===== config.mk =====
export PLATFORM = sky130hd
export DESIGN_NAME = json_string_unescape_utf8
export DESIGN_NICKNAME = d
export VERILOG_FILES = /design/src/hdl/jsu_pkg.sv /design/src/hdl/json_string_unescape_utf8.sv /design/src/hdl/jsu_front.sv /design/src/hdl/jsu_queue.sv /design/src/hdl/jsu_back.sv
export SDC_FILE = /design/constraint.sdc
export NUM_CORES = 1
export LEC_CHECK = 0
export BUFFER_PORTS_ARGS = -buffer_cell sky130_fd_sc_hd__buf_2
export CORE_ASPECT_RATIO = 1.2
export CORE_MARGIN = 1.5
export CORE_UTILIZATION = 50
export CTS_CLUSTER_DIAMETER = 30
export CTS_CLUSTER_SIZE = 25
export DETAILED_ROUTE_END_ITERATION = 6
export GPL_TIMING_DRIVEN = 0
export MAX_ROUTING_LAYER = met4
export PLACE_DENSITY = 0.77
export SLEW_MARGIN = 30
export SYNTH_ARGS = -nofsm -noshare
export SYNTH_HDL_FRONTEND = slang
export SYNTH_SLANG_ARGS = --single-unit

===== constraint.sdc =====
create_clock -name clk -period 3.7 [get_ports clk]
set_input_delay 0.185 -clock clk [delete_from_list [all_inputs] [get_ports clk]]
set_output_delay 0.185 -clock clk [all_outputs]
set_load 0.005 [all_outputs]

===== src/hdl/jsu_pkg.sv =====
package jsu_pkg;

    localparam int QUEUE_DEPTH = 4;
    localparam int DATA_MAX = 3;

    localparam logic [7:0] CHAR_QUOTE = 8'h22;
    localparam logic [7:0] CHAR_NUL = 8'h00;
    localparam logic [7:0] CHAR_BACKSLASH = 8'h5c;
    localparam logic [7:0] CHAR_SLASH = 8'h2f;
    localparam logic [7:0] CHAR_B = 8'h62;
    localparam logic [7:0] CHAR_F = 8'h66;
    localparam logic [7:0] CHAR_N = 8'h6e;
    localparam logic [7:0] CHAR_R = 8'h72;
    localparam logic [7:0] CHAR_T = 8'h74;
    localparam logic [7:0] CHAR_U = 8'h75;
    localparam logic [7:0] CTRL_BS = 8'h08;
    localparam logic [7:0] CTRL_FF = 8'h0c;
    localparam logic [7:0] CTRL_LF = 8'h0a;
    localparam logic [7:0] CTRL_CR = 8'h0d;
    localparam logic [7:0] CTRL_TAB = 8'h09;

    localparam logic [7:0] UTF8_CONT = 8'h80;
    localparam logic [7:0] UTF8_LEAD2 = 8'hc0;
    localparam logic [7:0] UTF8_LEAD3 = 8'he0;

    typedef enum logic [2:0] {
        PHASE_IDLE = 3'd0,
        PHASE_STR  = 3'd1,
        PHASE_ESC  = 3'd2,
        PHASE_HEX  = 3'd3
    } phase_t;

    typedef enum logic [1:0] {
        KIND_DATA  = 2'd0,
        KIND_CLOSE = 2'd1,
        KIND_ERROR = 2'd2
    } kind_t;

    typedef struct packed {
        logic [7:0] text_byte;
        logic       end_of_text;
    } text_t;

    typedef struct packed {
        logic [7:0] data_byte;
        kind_t      kind;
        logic       last;
    } result_t;

    // work for one input beat: up to three data bytes, then an optional close or error
    typedef struct packed {
        logic [DATA_MAX-1:0][7:0] data;
        logic [1:0]               ndata;
        logic                     has_tail;
        kind_t                    tail_kind;
    } cmd_t;

endpackage


===== src/hdl/json_string_unescape_utf8.sv =====
// a text beat's results go through the command queue, then the output register
// throughput: one text beat per cycle while the queue is not full; results leave
//   at one per cycle while result_stall is low, as the queue absorbs input
// text input stalls only while the command queue is full
// reset: asynchronous active low; decoder returns to idle, queue and output empty
module json_string_unescape_utf8
#(
    parameter int QUEUE_DEPTH = jsu_pkg::QUEUE_DEPTH
)
(
    input  logic             clk,
    input  logic             rst_n,
    input  logic             text_valid,
    output logic             text_stall,
    input  jsu_pkg::text_t   text,
    output logic             result_valid,
    input  logic             result_stall,
    output jsu_pkg::result_t result
);

    logic          push;
    logic          pop;
    logic          full;
    logic          head_valid;
    jsu_pkg::cmd_t push_cmd;
    jsu_pkg::cmd_t head_cmd;

    jsu_front u_front
    (
        .clk        (clk),
        .rst_n      (rst_n),
        .text_valid (text_valid),
        .text       (text),
        .full       (full),
        .text_stall (text_stall),
        .push       (push),
        .cmd        (push_cmd)
    );

    jsu_queue #(.DEPTH(QUEUE_DEPTH)) u_queue
    (
        .clk        (clk),
        .rst_n      (rst_n),
        .push       (push),
        .push_cmd   (push_cmd),
        .pop        (pop),
        .full       (full),
        .head_valid (head_valid),
        .head_cmd   (head_cmd)
    );

    jsu_back u_back
    (
        .clk          (clk),
        .rst_n        (rst_n),
        .head_valid   (head_valid),
        .head_cmd     (head_cmd),
        .result_stall (result_stall),
        .pop          (pop),
        .result_valid (result_valid),
        .result       (result)
    );

endmodule


===== src/hdl/jsu_front.sv =====
module jsu_front
(
    input  logic           clk,
    input  logic           rst_n,
    input  logic           text_valid,
    input  jsu_pkg::text_t text,
    input  logic           full,
    output logic           text_stall,
    output logic           push,
    output jsu_pkg::cmd_t  cmd
);

    jsu_pkg::phase_t phase_reg;
    jsu_pkg::phase_t phase_next;
    logic [1:0]      hex_count_reg;
    logic [1:0]      hex_count_next;
    logic [15:0]     code_point_reg;
    logic [15:0]     code_point_next;
    logic [15:0]     cp_new;
    logic            idle_err;
    logic            accept;

    function automatic logic [3:0] hex_value(input logic [7:0] c);
        logic [3:0] v;
        v = 4'd0;
        if (c inside {[8'h30:8'h39]})
            v = c[3:0];
        else if (c inside {[8'h61:8'h66], [8'h41:8'h46]})
            v = 4'(c[3:0] + 4'd9);
        return v;
    endfunction

    assign text_stall = full;
    assign accept = text_valid && !full;
    assign cp_new = {code_point_reg[11:0], hex_value(text.text_byte)};

    always_comb
    begin
        phase_next = phase_reg;
        hex_count_next = hex_count_reg;
        code_point_next = code_point_reg;
        cmd = '0;
        cmd.tail_kind = jsu_pkg::KIND_DATA;
        idle_err = 1'b0;
        case (phase_reg)
            jsu_pkg::PHASE_STR:
            begin
                if (text.text_byte == jsu_pkg::CHAR_QUOTE
                    || text.text_byte == jsu_pkg::CHAR_NUL)
                begin
                    cmd.has_tail = 1'b1;
                    cmd.tail_kind = jsu_pkg::KIND_CLOSE;
                    phase_next = jsu_pkg::PHASE_IDLE;
                end
                else if (text.text_byte == jsu_pkg::CHAR_BACKSLASH)
                begin
                    phase_next = jsu_pkg::PHASE_ESC;
                end
                else
                begin
                    cmd.data[0] = text.text_byte;
                    cmd.ndata = 2'd1;
                end
            end
            jsu_pkg::PHASE_ESC:
            begin
                phase_next = jsu_pkg::PHASE_STR;
                case (text.text_byte)
                    jsu_pkg::CHAR_QUOTE, jsu_pkg::CHAR_BACKSLASH, jsu_pkg::CHAR_SLASH:
                    begin
                        cmd.data[0] = text.text_byte;
                        cmd.ndata = 2'd1;
                    end
                    jsu_pkg::CHAR_B:
                    begin
                        cmd.data[0] = jsu_pkg::CTRL_BS;
                        cmd.ndata = 2'd1;
                    end
                    jsu_pkg::CHAR_F:
                    begin
                        cmd.data[0] = jsu_pkg::CTRL_FF;
                        cmd.ndata = 2'd1;
                    end
                    jsu_pkg::CHAR_N:
                    begin
                        cmd.data[0] = jsu_pkg::CTRL_LF;
                        cmd.ndata = 2'd1;
                    end
                    jsu_pkg::CHAR_R:
                    begin
                        cmd.data[0] = jsu_pkg::CTRL_CR;
                        cmd.ndata = 2'd1;
                    end
                    jsu_pkg::CHAR_T:
                    begin
                        cmd.data[0] = jsu_pkg::CTRL_TAB;
                        cmd.ndata = 2'd1;
                    end
                    jsu_pkg::CHAR_U:
                    begin
                        phase_next = jsu_pkg::PHASE_HEX;
                        hex_count_next = 2'd0;
                        code_point_next = 16'd0;
                    end
                    default:
                    begin
                    end
                endcase
            end
            jsu_pkg::PHASE_HEX:
            begin
                if (hex_count_reg == 2'd3)
                begin
                    if (cp_new[15:7] == 9'd0)
                    begin
                        cmd.data[0] = cp_new[7:0];
                        cmd.ndata = 2'd1;
                    end
                    else if (cp_new[15:11] == 5'd0)
                    begin
                        cmd.data[0] = jsu_pkg::UTF8_LEAD2 | {3'd0, cp_new[10:6]};
                        cmd.data[1] = jsu_pkg::UTF8_CONT | {2'd0, cp_new[5:0]};
                        cmd.ndata = 2'd2;
                    end
                    else
                    begin
                        cmd.data[0] = jsu_pkg::UTF8_LEAD3 | {4'd0, cp_new[15:12]};
                        cmd.data[1] = jsu_pkg::UTF8_CONT | {2'd0, cp_new[11:6]};
                        cmd.data[2] = jsu_pkg::UTF8_CONT | {2'd0, cp_new[5:0]};
                        cmd.ndata = 2'd3;
                    end
                    hex_count_next = 2'd0;
                    code_point_next = 16'd0;
                    phase_next = jsu_pkg::PHASE_STR;
                end
                else
                begin
                    hex_count_next = hex_count_reg + 2'd1;
                    code_point_next = cp_new;
                end
            end
            default:
            begin
                if (text.text_byte == jsu_pkg::CHAR_QUOTE)
                begin
                    phase_next = jsu_pkg::PHASE_STR;
                    hex_count_next = 2'd0;
                    code_point_next = 16'd0;
                end
                else
                begin
                    cmd.has_tail = 1'b1;
                    cmd.tail_kind = jsu_pkg::KIND_ERROR;
                    idle_err = 1'b1;
                end
            end
        endcase
        // text ran out inside the string
        if (text.end_of_text && !idle_err && phase_next != jsu_pkg::PHASE_IDLE)
        begin
            cmd.has_tail = 1'b1;
            cmd.tail_kind = jsu_pkg::KIND_ERROR;
            phase_next = jsu_pkg::PHASE_IDLE;
            hex_count_next = 2'd0;
            code_point_next = 16'd0;
        end
    end

    assign push = accept && (cmd.has_tail || cmd.ndata != 2'd0);

    always_ff @(posedge clk or negedge rst_n)
    begin
        if (!rst_n)
        begin
            phase_reg <= jsu_pkg::PHASE_IDLE;
            hex_count_reg <= 2'd0;
            code_point_reg <= 16'd0;
        end
        else if (accept)
        begin
            phase_reg <= phase_next;
            hex_count_reg <= hex_count_next;
            code_point_reg <= code_point_next;
        end
    end

endmodule


===== src/hdl/jsu_queue.sv =====
module jsu_queue
#(
    parameter int DEPTH = jsu_pkg::QUEUE_DEPTH
)
(
    input  logic          clk,
    input  logic          rst_n,
    input  logic          push,
    input  jsu_pkg::cmd_t push_cmd,
    input  logic          pop,
    output logic          full,
    output logic          head_valid,
    output jsu_pkg::cmd_t head_cmd
);

    localparam int PTR_W = $clog2(DEPTH);
    localparam int CNT_W = $clog2(DEPTH + 1);

    jsu_pkg::cmd_t    mem_reg [DEPTH];
    logic [PTR_W-1:0] wr_ptr_reg;
    logic [PTR_W-1:0] wr_ptr_next;
    logic [PTR_W-1:0] rd_ptr_reg;
    logic [PTR_W-1:0] rd_ptr_next;
    logic [CNT_W-1:0] count_reg;
    logic [CNT_W-1:0] count_next;

    assign full = (count_reg == CNT_W'(DEPTH));
    assign head_valid = (count_reg != '0);
    assign head_cmd = mem_reg[rd_ptr_reg];

    always_comb
    begin
        wr_ptr_next = wr_ptr_reg;
        rd_ptr_next = rd_ptr_reg;
        count_next = count_reg;
        if (push)
            wr_ptr_next = (wr_ptr_reg == PTR_W'(DEPTH - 1)) ? '0 : wr_ptr_reg + PTR_W'(1);
        if (pop)
            rd_ptr_next = (rd_ptr_reg == PTR_W'(DEPTH - 1)) ? '0 : rd_ptr_reg + PTR_W'(1);
        if (push && !pop)
            count_next = count_reg + CNT_W'(1);
        else if (pop && !push)
            count_next = count_reg - CNT_W'(1);
    end

    always_ff @(posedge clk or negedge rst_n)
    begin
        if (!rst_n)
        begin
            wr_ptr_reg <= '0;
            rd_ptr_reg <= '0;
            count_reg <= '0;
        end
        else
        begin
            wr_ptr_reg <= wr_ptr_next;
            rd_ptr_reg <= rd_ptr_next;
            count_reg <= count_next;
        end
    end

    always_ff @(posedge clk)
    begin
        if (push)
            mem_reg[wr_ptr_reg] <= push_cmd;
    end

endmodule


===== src/hdl/jsu_back.sv =====
module jsu_back
(
    input  logic             clk,
    input  logic             rst_n,
    input  logic             head_valid,
    input  jsu_pkg::cmd_t    head_cmd,
    input  logic             result_stall,
    output logic             pop,
    output logic             result_valid,
    output jsu_pkg::result_t result
);

    logic [1:0]       pos_reg;
    logic [1:0]       pos_next;
    logic             out_valid_reg;
    logic             out_valid_next;
    jsu_pkg::result_t out_reg;
    jsu_pkg::result_t res;
    logic [2:0]       total;
    logic             is_last;
    logic             open;
    logic             load;

    assign total = {1'b0, head_cmd.ndata} + {2'd0, head_cmd.has_tail};
    assign is_last = ({1'b0, pos_reg} == total - 3'd1);
    assign open = !out_valid_reg || !result_stall;
    assign load = head_valid && open;
    assign pop = load && is_last;

    always_comb
    begin
        res.last = is_last;
        if (pos_reg < head_cmd.ndata)
        begin
            res.kind = jsu_pkg::KIND_DATA;
            case (pos_reg)
                2'd0: res.data_byte = head_cmd.data[0];
                2'd1: res.data_byte = head_cmd.data[1];
                default: res.data_byte = head_cmd.data[2];
            endcase
        end
        else
        begin
            res.kind = head_cmd.tail_kind;
            res.data_byte = 8'd0;
        end
    end

    always_comb
    begin
        pos_next = pos_reg;
        out_valid_next = out_valid_reg;
        if (open)
            out_valid_next = head_valid;
        if (load)
            pos_next = is_last ? 2'd0 : pos_reg + 2'd1;
    end

    always_ff @(posedge clk or negedge rst_n)
    begin
        if (!rst_n)
        begin
            pos_reg <= 2'd0;
            out_valid_reg <= 1'b0;
        end
        else
        begin
            pos_reg <= pos_next;
            out_valid_reg <= out_valid_next;
        end
    end

    always_ff @(posedge clk)
    begin
        if (load)
            out_reg <= res;
    end

    assign result_valid = out_valid_reg;
    assign result = out_reg;

`ifndef ASSERT_OFF
    a_pos_idle: assert property (@(posedge clk) disable iff (!rst_n)
        !head_valid |-> pos_reg == 2'd0)
        else $error("result index not at zero with empty queue");

    a_pos_range: assert property (@(posedge clk) disable iff (!rst_n)
        head_valid |-> {1'b0, pos_reg} < total)
        else $error("result index beyond beat results");

    a_pop_last: assert property (@(posedge clk) disable iff (!rst_n)
        pop |=> result_valid && result.last)
        else $error("queue entry popped without its last result");
`endif

endmodule


==> results_dict.tcl, run 1 <==
set metrics [dict create \
    switching_share_pct 29.8 \
    first_iter_violations 357 \
    final_cells 672 \
    critPathTopFamily "adder cells" \
    synth_top_flop_cell "edfxtp_1" \
    clk-insertion-delay-late_ns 0.41 \
    cts_buffers 17 \
    path_cells "clkbuf_2, clkbuf_2, mux4_2, inv_1, ha_1, ha_1, xnor2_1, nor3_2, nand2_2, ha_2, inv_1, fa_1, mux2_2" \
    hold_viol 0 \
    skew_ns 0.00870 \
    synthCells 447 \
    finalWorstSetupSlack_ns 0.144 \
    hpwlAfterDp_mm 9.22 \
    p_comb_share_pct 29.9 \
    critical_path_class "reg2reg" \
    slew_viol_final 0 \
    pwr-share-clk_pct 28.3 \
    die_area_um2 14000 \
    ys.warnings.count 0 \
    drt-total-wl_mm 14.1 \
    syn_area_per_cell_um2 14.9 \
    grt_pass1_vias 4035 \
    die_h_um 129 \
    dp_cells 638 \
    clkSlewWorstSetupHoldPaths_ns 0.06 \
    period_minus_slack_ns 3.56 \
    synthAdderAreaFrac_pct 3.31 \
    synth-seq-cells 146 \
    power_density_nw_per_um2 743 \
    portBuffers 23 \
    slew_headroom_pct 43.4 \
    synth_top_family_by_area "multiplexers" \
    seq_power_share_pct 41.7 \
    via_per_inst 6.13 \
    fmax_ghz 0.281 \
    max_stage_delay_ns 0.41 \
    drc 0 \
    start_kind "register" \
    io_pins 26 \
    grt_max_degree 28 \
    synthXorXnorAreaFrac_pct 0.657 \
    areaGrowthSynthToFinish_pct 14.1 \
    hold_slack_ns 0.0378 \
    p_sw_mw 1.68 \
    synth-edff-count 119 \
    firstDrtPassIters 5 \
    hp-class "in2reg" \
    finalPower_mw 5.64 \
    setup_viol 0 \
    die_w_um 108 \
    ff2ff_setup_slack_ns 0.14 \
    drive_gt1_share_pct 22.6 \
    max-cap-violations 0 \
    internal_power_mw 3.96 \
    peakVddDrop_uv 348 \
    cts.sinks 146 \
    antenna_found_initial 0 \
    syn-num-nets 477 \
    largest_register_ff_count 108 \
    htree_levels 4 \
    synth_area_um2 6660 \
    wl_per_cell_um 21.0 \
    core_um2 13100 \
    vias 4122 \
    synth_compound_area_share_pct 10.3 \
    ctsRootBufferMaster "clkbuf_16" \
    synth_simple_gate_area_share_pct 9.34 \
    gp_congestion 0.974 \
    cp_max_fo 10 \
    synth.area.mux_share_pct 10.4 \
    cp_data_arrival_time_ns 3.85 \
    leakage_nw 2.79 \
    synthDistinctLibCells 61 \
    fin_crit_sh_pct 96.1 \
    initial_core_util_pct 50.8 \
    cp.required_ns 4.00 \
    num_antenna_cells 0 \
    cp_num_buf_inv 4 \
    cts_tree "done" \
    async_flop_share_pct 18.5 \
    clockBufferDepth 2 \
    tightest_slew_ns 0.849 \
    status "finished, final reports clean" \
    rows 46 \
    grt_pass1_wl_mm 22.2 \
    layout.nets 521 \
    cp-end-kind "register" \
    cp_slowest_cell "fa_1" \
    track_usage_pct 22.3 \
    grt_remaining_overflow 0 \
    ys_seq_area_share_pct 63.8 \
    postRouteAntennaNets 0 \
    pre_cts_ws_ns -0.510 \
]
==> power groups by stage <==
| stage | Sequential [mW] | Combinational (mW) | Clock, mW |
|---|---|---|---|
| 2_1_floorplan | 2.35 | 1.16 | 0 |
| 6_report | 2.36 | 1.69 | 1.60 |
| 4_1_cts | 2.36 | 1.67 | 1.61 |
| 5_1_grt | 2.39 | 1.85 | 1.67 |
| 3_5_place_dp | 2.38 | 1.62 | 0 |
| 3_3_place_gp | 2.35 | 1.56 | 0 |
==> cell type report <==
cell class	count	area (µm²)
flip-flops and latches	146	4250
fillers	991	5520
well taps	168	210
inverters	14	52.6
clock inverters	12	116
multi-input cells	266	2290
repair buffers	25	133
plain buffers	21	113
clock buffers	20	437
==> stage by stage <==
step | cell area (µm²) | utilization [%] | setup TNS (ns)
6_report | 7600 | 57.9 | 0
5_1_grt | 7600 | 57.9 | -0.0133
4_1_cts | 7570 | 57.7 | 0
3_5_place_dp | 6990 | 53.3 | -0.912
3_3_place_gp | 6990 | 53.2 | -0.670
2_1_floorplan | 6660 | - | 0
==> Yosys cell counts (5+ instances only) <==
| master | count | area (µm²) |
|---|---|---|
| nor2b_1 | 6 | 37.5 |
| nand3_1 | 5 | 25.0 |
| nand2_1 | 27 | 101 |
| ha_1 | 16 | 200 |
| nor3_1 | 10 | 50.1 |
| a22o_1 | 8 | 70.1 |
| and2_1 | 9 | 56.3 |
| clkbuf_1 | 10 | 37.5 |
| nor2_1 | 31 | 116 |
| a22oi_1 | 20 | 150 |
| dfrtp_1 | 27 | 676 |
| inv_1 | 14 | 52.6 |
| edfxtp_1 | 119 | 3570 |
| buf_2 | 6 | 30.0 |
| a21oi_1 | 16 | 80.1 |
| nor3b_1 | 6 | 45.0 |
| mux4_2 | 27 | 608 |
| o21ai_0 | 11 | 55.1 |
==> final timing paths <==
path                                          start                       end  depth (start not counted)
setup / recovery              u_queue.rd_ptr_reg[1]      u_queue.count_reg[1]                         13
hold / removal                         result_stall       u_back.result_valid                          3
setup reg to reg              u_queue.rd_ptr_reg[1]      u_queue.count_reg[1]                         13
hold reg to reg            u_front.hex_count_reg[0]  u_front.hex_count_reg[0]                          1
max in group asynchronous                     rst_n     u_queue.rd_ptr_reg[0]                          2
min in group asynchronous                     rst_n         u_back.pos_reg[1]                          2
==> placed cells by master, fill, tap and decap left out, types with 4 or more instances in the layout <==
master     netlist  routed
a22o_1           8       8
ha_1            16      15
a21o_1           4       4
nor3b_1          6       6
buf_1            4       4
buf_2            6      27
inv_1           14      14
nor2_1          31      31
clkbuf_16        0      17
a22oi_1         20      20
mux4_2          27      27
o21ai_0         11      11
nor2b_1          6       6
nand3_1          5       5
nor3_1          10       9
edfxtp_1       119     119
nand2_1         27      26
a21oi_1         16      15
o21bai_1         4       4
and2_1           9       8
clkbuf_1        10      11
dfrtp_1         27      26
clkinv_2         0       5
and2_2           3       4
==> worst register-to-register path: cells and delay by family, from the launching register on <==
family                   cells  cell delay, ns
flip-flops                   1            0.36
AND/OR/NAND/NOR              2            0.45
adder cells (fa/ha/maj)      4            1.05
buffers and inverters        4            0.81
XOR/XNOR                     1            0.14
multiplexers                 2            0.67
==> per-layer routing <==
metal  GRT usage (%)  share of wire (%)  vias to the layer above  wire length [µm]
li1                -                  -                     1838                 -
met1            27.5                 39                     2084              5450
met2            36.7                 53                      178              7520
met3            4.28                6.0                       22               850
met4            8.67                2.0                        0               276
met5               -                  0                        -                 0
==> timing repair <==
action / in CTS / in global routing
endpoints found under the setup margin: 3 / 2
gates resized for setup: 7 / 4
setup buffers: 0 / 1
hold buffers: 1 / 0
endpoints found under the hold margin: 27 / 0
pin swaps: 0 / 1
==> logic make-up (layout without fill, tap and decap cells) <==
kind of cell / Yosys count / count (layout)
adders and majority gates: 17 / 17
muxes: 34 / 34
DFF: 146 / 146
AOI/OAI and AO/OA: 92 / 92
buffers and inverters: 35 / 92
and+or+nand+nor: 118 / 118
xor gates and xnor gates: 5 / 5
(Power assumes the default switching activity.)
==> run 2: changes to the inputs <==
--- a/config.mk
+++ b/config.mk
@@ -12,7 +12,6 @@
 export CTS_CLUSTER_DIAMETER = 30
 export CTS_CLUSTER_SIZE = 25
 export DETAILED_ROUTE_END_ITERATION = 6
-export GPL_TIMING_DRIVEN = 0
 export MAX_ROUTING_LAYER = met4
 export PLACE_DENSITY = 0.77
 export SLEW_MARGIN = 30
==> run 2 against run 1 <==
Effect of this change: count of clock-buffer cells in the layout shrank 1; routed wire length fell by 3.2%; sequential share of layout area is the same; combinational power fell by 8%; global-route usage down 1.0 points; first-iteration DRC count is 15% lower; clock skew fell by 0.0018 ns; design area did not move; maximum frequency up 0.67%.
==> results_dict.tcl, run 2 (synthesis results as in run 1) <==
set metrics [dict create \
    status "finished, final reports clean" \
    setup-tns-final_ns 0 \
    via_per_inst 6.19 \
    drt-total-wl_mm 13.6 \
    final_cells 663 \
    setup_viol 0 \
    cp-end-kind "register" \
    cp_num_buf_inv 2 \
    start_kind "register" \
    cp_data_arrival_time_ns 3.83 \
    cp.required_ns 4.00 \
    r2r-start "u_queue.rd_ptr_reg[0]" \
    postRouteAntennaNets 0 \
    num_antenna_cells 0 \
    tightest_slew_ns 0.726 \
    grt_max_degree 28 \
    hold_depth 3 \
    critical_path_class "reg2reg" \
    ctsRootBufferMaster "clkbuf_16" \
    cts_tree "done" \
    clockBufferDepth 2 \
    grt_pass1_vias 4046 \
    layout.nets 512 \
    initial_core_util_pct 50.8 \
    cp_max_fo 10 \
    hp-start "result_stall" \
    grt_pass1_wl_mm 21.5 \
    die_area_um2 14000 \
    peakVddDrop_uv 494 \
    leakage_nw 2.81 \
    pwr-share-clk_pct 30.5 \
    grt_remaining_overflow 0 \
    worst_path_most_repeated_cell "ha_1" \
    seq_power_share_pct 42.0 \
    vias 4107 \
    gp_congestion 0.913 \
    rows 46 \
    hp-class "in2reg" \
    fmax_ghz 0.283 \
    reg2reg_to "u_queue.count_reg[1]" \
    ff2ff_setup_slack_ns 0.17 \
    first_iter_violations 303 \
    cts_buffers 17 \
    clk-insertion-delay-late_ns 0.42 \
    die_h_um 129 \
    htree_levels 4 \
    skew_ns 0.00693 \
    rsz0062_at_grt "false" \
    core_um2 13100 \
    portBuffers 25 \
    firstDrtPassIters 5 \
    slew_viol_final 0 \
    areaGrowthSynthToFinish_pct 14.1 \
    cts.sinks 146 \
    internal_power_mw 4.04 \
    cp_slowest_cell "mux4_2" \
    fin_crit_sh_pct 95.5 \
    hold_viol 0 \
    p_comb_share_pct 27.5 \
    rr_worst_depth 11 \
    drc 0 \
    largest_register_ff_count 108 \
    hpwlAfterDp_mm 8.73 \
    track_usage_pct 21.3 \
    power_density_nw_per_um2 749 \
    antenna_found_initial 0 \
    wl_per_cell_um 20.6 \
    switching_share_pct 28.9 \
    critPathTopFamily "adder cells" \
    hold_end "u_back.result_valid" \
    drive_gt1_share_pct 22.4 \
    period_minus_slack_ns 3.53 \
    p_sw_mw 1.65 \
    die_w_um 108 \
    max-cap-violations 0 \
    dp_cells 630 \
    max_stage_delay_ns 0.58 \
    slew_headroom_pct 50.9 \
    io_pins 26 \
    layout_commonest_cell "edfxtp_1" \
    clkSlewWorstSetupHoldPaths_ns 0.06 \
    path_cells "mux4_2, inv_1, ha_1, ha_1, xnor2_1, nor3_1, nand2_1, ha_1, inv_1, fa_1, mux2_2" \
    final_cell_mix "119 x edfxtp_1, 30 x nor2_1, 27 x nand2_1, 27 x mux4_2, 26 x dfrtp_1" \
]
-- run 2: changes by cell type in the layout (fill, tap and decap cells not counted), sizes merged --
cell,change
clkbuf,-11
buf,+1
clkinvlp,-1
bufinv,+2
-- run 2: worst min-delay path: stages --
cell	delay, ns
buf_2	0.09
nand2_1	0.05
nand2_1	0.07
-- run 2: power by group through the flow --
stage,clock (mW),combinational [mW],sequential [mW]
after floorplan,0,1.16,2.35
after global placement,0,1.51,2.39
after global routing,1.81,1.71,2.42
after detailed placement,0,1.55,2.42
final,1.74,1.56,2.39
after CTS,1.75,1.59,2.39
-- run 2: per-layer routing --
metal | routed length [µm] | vias to the layer above | track usage, %
li1 | - | 1824 | -
met1 | 5570 | 2085 | 26.8
met2 | 7160 | 172 | 35.0
met3 | 657 | 26 | 3.22
met4 | 252 | 0 | 8.44
met5 | 0 | - | -
-- run 2: timing repair --
action	CTS	global route
setup buffers	0	0
endpoints found under the hold margin	27	0
gates resized for setup	0	0
hold buffers	1	0
-- run 2: final cells by class --
| cell class | count | area (µm²) |
|---|---|---|
| fill | 988 | 5520 |
| sequential | 146 | 4250 |
| multi-input combinational | 266 | 2270 |
| clock buffer | 19 | 433 |
| timing repair buffer | 37 | 218 |
| tap | 168 | 210 |
| clock inverter | 13 | 166 |
| inverter | 14 | 52.6 |
-- run 2: worst max path at each step --
| stage | start | to | slack [ns] | depth (start not counted) |
|---|---|---|---|---|
| floorplan | u_queue.rd_ptr_reg[0] | u_queue.count_reg[1] | 0.16 | 13 |
| global placement | u_queue.rd_ptr_reg[0] | u_queue.count_reg[1] | 0.42 | 11 |
| detailed placement | u_queue.rd_ptr_reg[0] | u_queue.count_reg[1] | 0.31 | 11 |
| CTS | u_queue.rd_ptr_reg[0] | u_queue.count_reg[1] | 0.20 | 11 |
| global route | u_queue.rd_ptr_reg[0] | u_queue.count_reg[1] | 0.02 | 11 |
| finish | u_queue.rd_ptr_reg[0] | u_queue.count_reg[1] | 0.17 | 11 |
-- run 2: stage by stage --
| step | util [%] | area (µm²) | setup WS [ns] | power, mW | hold slack [ns] |
|---|---|---|---|---|---|
| 2_1_floorplan | - | 6660 | 0.159 | 3.50 | -0.111 |
| 3_3_place_gp | 53.2 | 6990 | 0.417 | 3.90 | 0.225 |
| 3_5_place_dp | 53.2 | 6990 | 0.314 | 3.97 | 0.238 |
| 4_1_cts | 57.9 | 7600 | 0.199 | 5.73 | 0.0160 |
| 5_1_grt | 57.9 | 7600 | 0.0237 | 5.95 | 0.0236 |
| 6_report | 57.9 | 7600 | 0.168 | 5.69 | 0.0149 |
==> run 3: changes to the inputs <==
==> constraint.sdc (replaced) <==
create_clock -name clk -period 3.7 [get_ports clk]
set_input_delay 0.37 -clock clk [delete_from_list [all_inputs] [get_ports clk]]
set_output_delay 0.37 -clock clk [all_outputs]
set_load 0.005 [all_outputs]
==> run 3 against run 2 <==
Effect of this change: combinational power hardly changed; register-to-register slack better by 0.25 ns; design area is 0.13% lower; critical path depth stayed put; setup slack better by 0.25 ns; routed wire length is 1.0% higher; count of clock-buffer cells in the layout is 1 lower.
==> results_dict.tcl, run 3 (synthesis results as in run 1) <==
set metrics [dict create \
    start_kind "register" \
    via_per_inst 6.06 \
    postCtsHoldBufs 1 \
    track_usage_pct 21.9 \
    areaGrowthSynthToFinish_pct 13.9 \
    startpoint "u_queue.rd_ptr_reg[0]" \
    drive_gt1_share_pct 23.5 \
    cp_num_buf_inv 2 \
    hp-class "in2reg" \
    path_cells "mux4_2, inv_1, ha_1, ha_1, xnor2_1, nor3_1, nand2_1, ha_1, inv_1, fa_1, mux2_2" \
    max_stage_delay_ns 0.54 \
    setup_viol 0 \
    die_area_um2 14000 \
    die_h_um 129 \
    clkSlewWorstSetupHoldPaths_ns 0.06 \
    final_cell_mix "119 x edfxtp_1, 31 x nor2_1, 27 x nand2_1, 27 x mux4_2, 26 x dfrtp_1" \
    cts_buffers 17 \
    initial_core_util_pct 50.8 \
    status "finished, final reports clean" \
    critPathTopFamily "adder cells" \
    cp_slowest_cell "mux4_2" \
    postRouteAntennaNets 0 \
    tightest_slew_ns 0.861 \
    clockBufferDepth 2 \
    hpwlAfterDp_mm 9.00 \
    r2r-start "u_queue.rd_ptr_reg[0]" \
    finalPower_mw 5.59 \
    rsz0062_at_grt "false" \
    leakage_nw 2.80 \
    cp-end-kind "register" \
    largest_register_ff_count 108 \
    clk-insertion-delay-late_ns 0.42 \
    post_cts_buffers 0 \
    layout_commonest_cell "edfxtp_1" \
    cp_max_fo 9 \
    cts_tree "done" \
    die_w_um 108 \
    grt_pass1_vias 3948 \
    grt_pass1_wl_mm 21.8 \
    drt-total-wl_mm 13.8 \
    crit_end "u_queue.count_reg[1]" \
    num_antenna_cells 0 \
    power_density_nw_per_um2 737 \
    cts_resized 0 \
    ff2ff_setup_slack_ns 0.41 \
    first_iter_violations 337 \
    max-cap-violations 0 \
    grt_max_degree 28 \
    core_um2 13100 \
    firstDrtPassIters 5 \
    slew_headroom_pct 42.4 \
    period_minus_slack_ns 3.29 \
    reg2reg_to "u_queue.count_reg[1]" \
    htree_levels 4 \
    gp_congestion 0.894 \
    peakVddDrop_uv 389 \
    hold_viol 0 \
    layout.nets 515 \
    setup-tns-final_ns 0 \
    rows 46 \
    fin_crit_sh_pct 88.8 \
    cp_data_arrival_time_ns 3.59 \
    worst_path_most_repeated_cell "ha_1" \
    vias 4039 \
    wl_per_cell_um 20.7 \
    drc 0 \
    slew_viol_final 0 \
    ctsRootBufferMaster "clkbuf_16" \
    antenna_found_initial 0 \
    cp.depth 11 \
    io_pins 26 \
    portBuffers 25 \
    grt_remaining_overflow 0 \
    cts.sinks 146 \
    fmax_ghz 0.304 \
    hold_slack_ns 0.159 \
    rr_worst_depth 11 \
    cp.required_ns 4.00 \
    critical_path_class "reg2reg" \
    skew_ns 0.00716 \
]
## run 3: how the worst min path moves through the flow
stage | start | end | cells after the start
floorplan | rst_n | u_back.pos_reg[0] | 0
global placement | rst_n | u_back.pos_reg[0] | 1
detailed placement | rst_n | u_back.pos_reg[0] | 1
CTS | result_stall | u_back.result_valid | 3
global route | result_stall | u_back.result_valid | 3
finish | result_stall | u_back.result_valid | 3
## run 3: metal layers
layer | routed length (µm) | up-vias | part of all wire [%] | global-route usage [%]
met5 | 0 | - | 0 | -
met4 | 269 | 0 | 2.0 | 8.05
met3 | 529 | 24 | 3.8 | 3.82
met2 | 7260 | 124 | 53 | 35.5
met1 | 5720 | 2069 | 42 | 27.9
li1 | - | 1822 | - | -
## run 3: cell type report
cell class                 count  area, µm²
timing repair buffer          40        240
tap                          168        210
multi-input combinational    266       2270
fill                         980       5530
clock buffer                  18        429
sequential                   146       4250
inverter                      14       52.6
clock inverter                14        140
## run 3: stage by stage
stage / cell area [µm²] / setup slack (ns) / std cells / util (%)
floorplan: 6660 / 0.159 / 447 / -
global placement: 7010 / 0.367 / 633 / 53.4
detailed placement: 7010 / 0.259 / 633 / 53.4
CTS: 7590 / 0.400 / 666 / 57.8
global route: 7590 / 0.152 / 666 / 57.8
finish: 7590 / 0.415 / 666 / 57.8
## run 3: power by group
part           total [mW]  internal [mW]  switching [mW]
registers            2.37           2.22           0.148
logic                1.59          0.726           0.860
clock network        1.64          0.986           0.649
## run 3: worst min-delay path, stage by stage
cell and delay [ns]:
buf_2 0.09, nand2_1 0.04, nand2_1 0.05
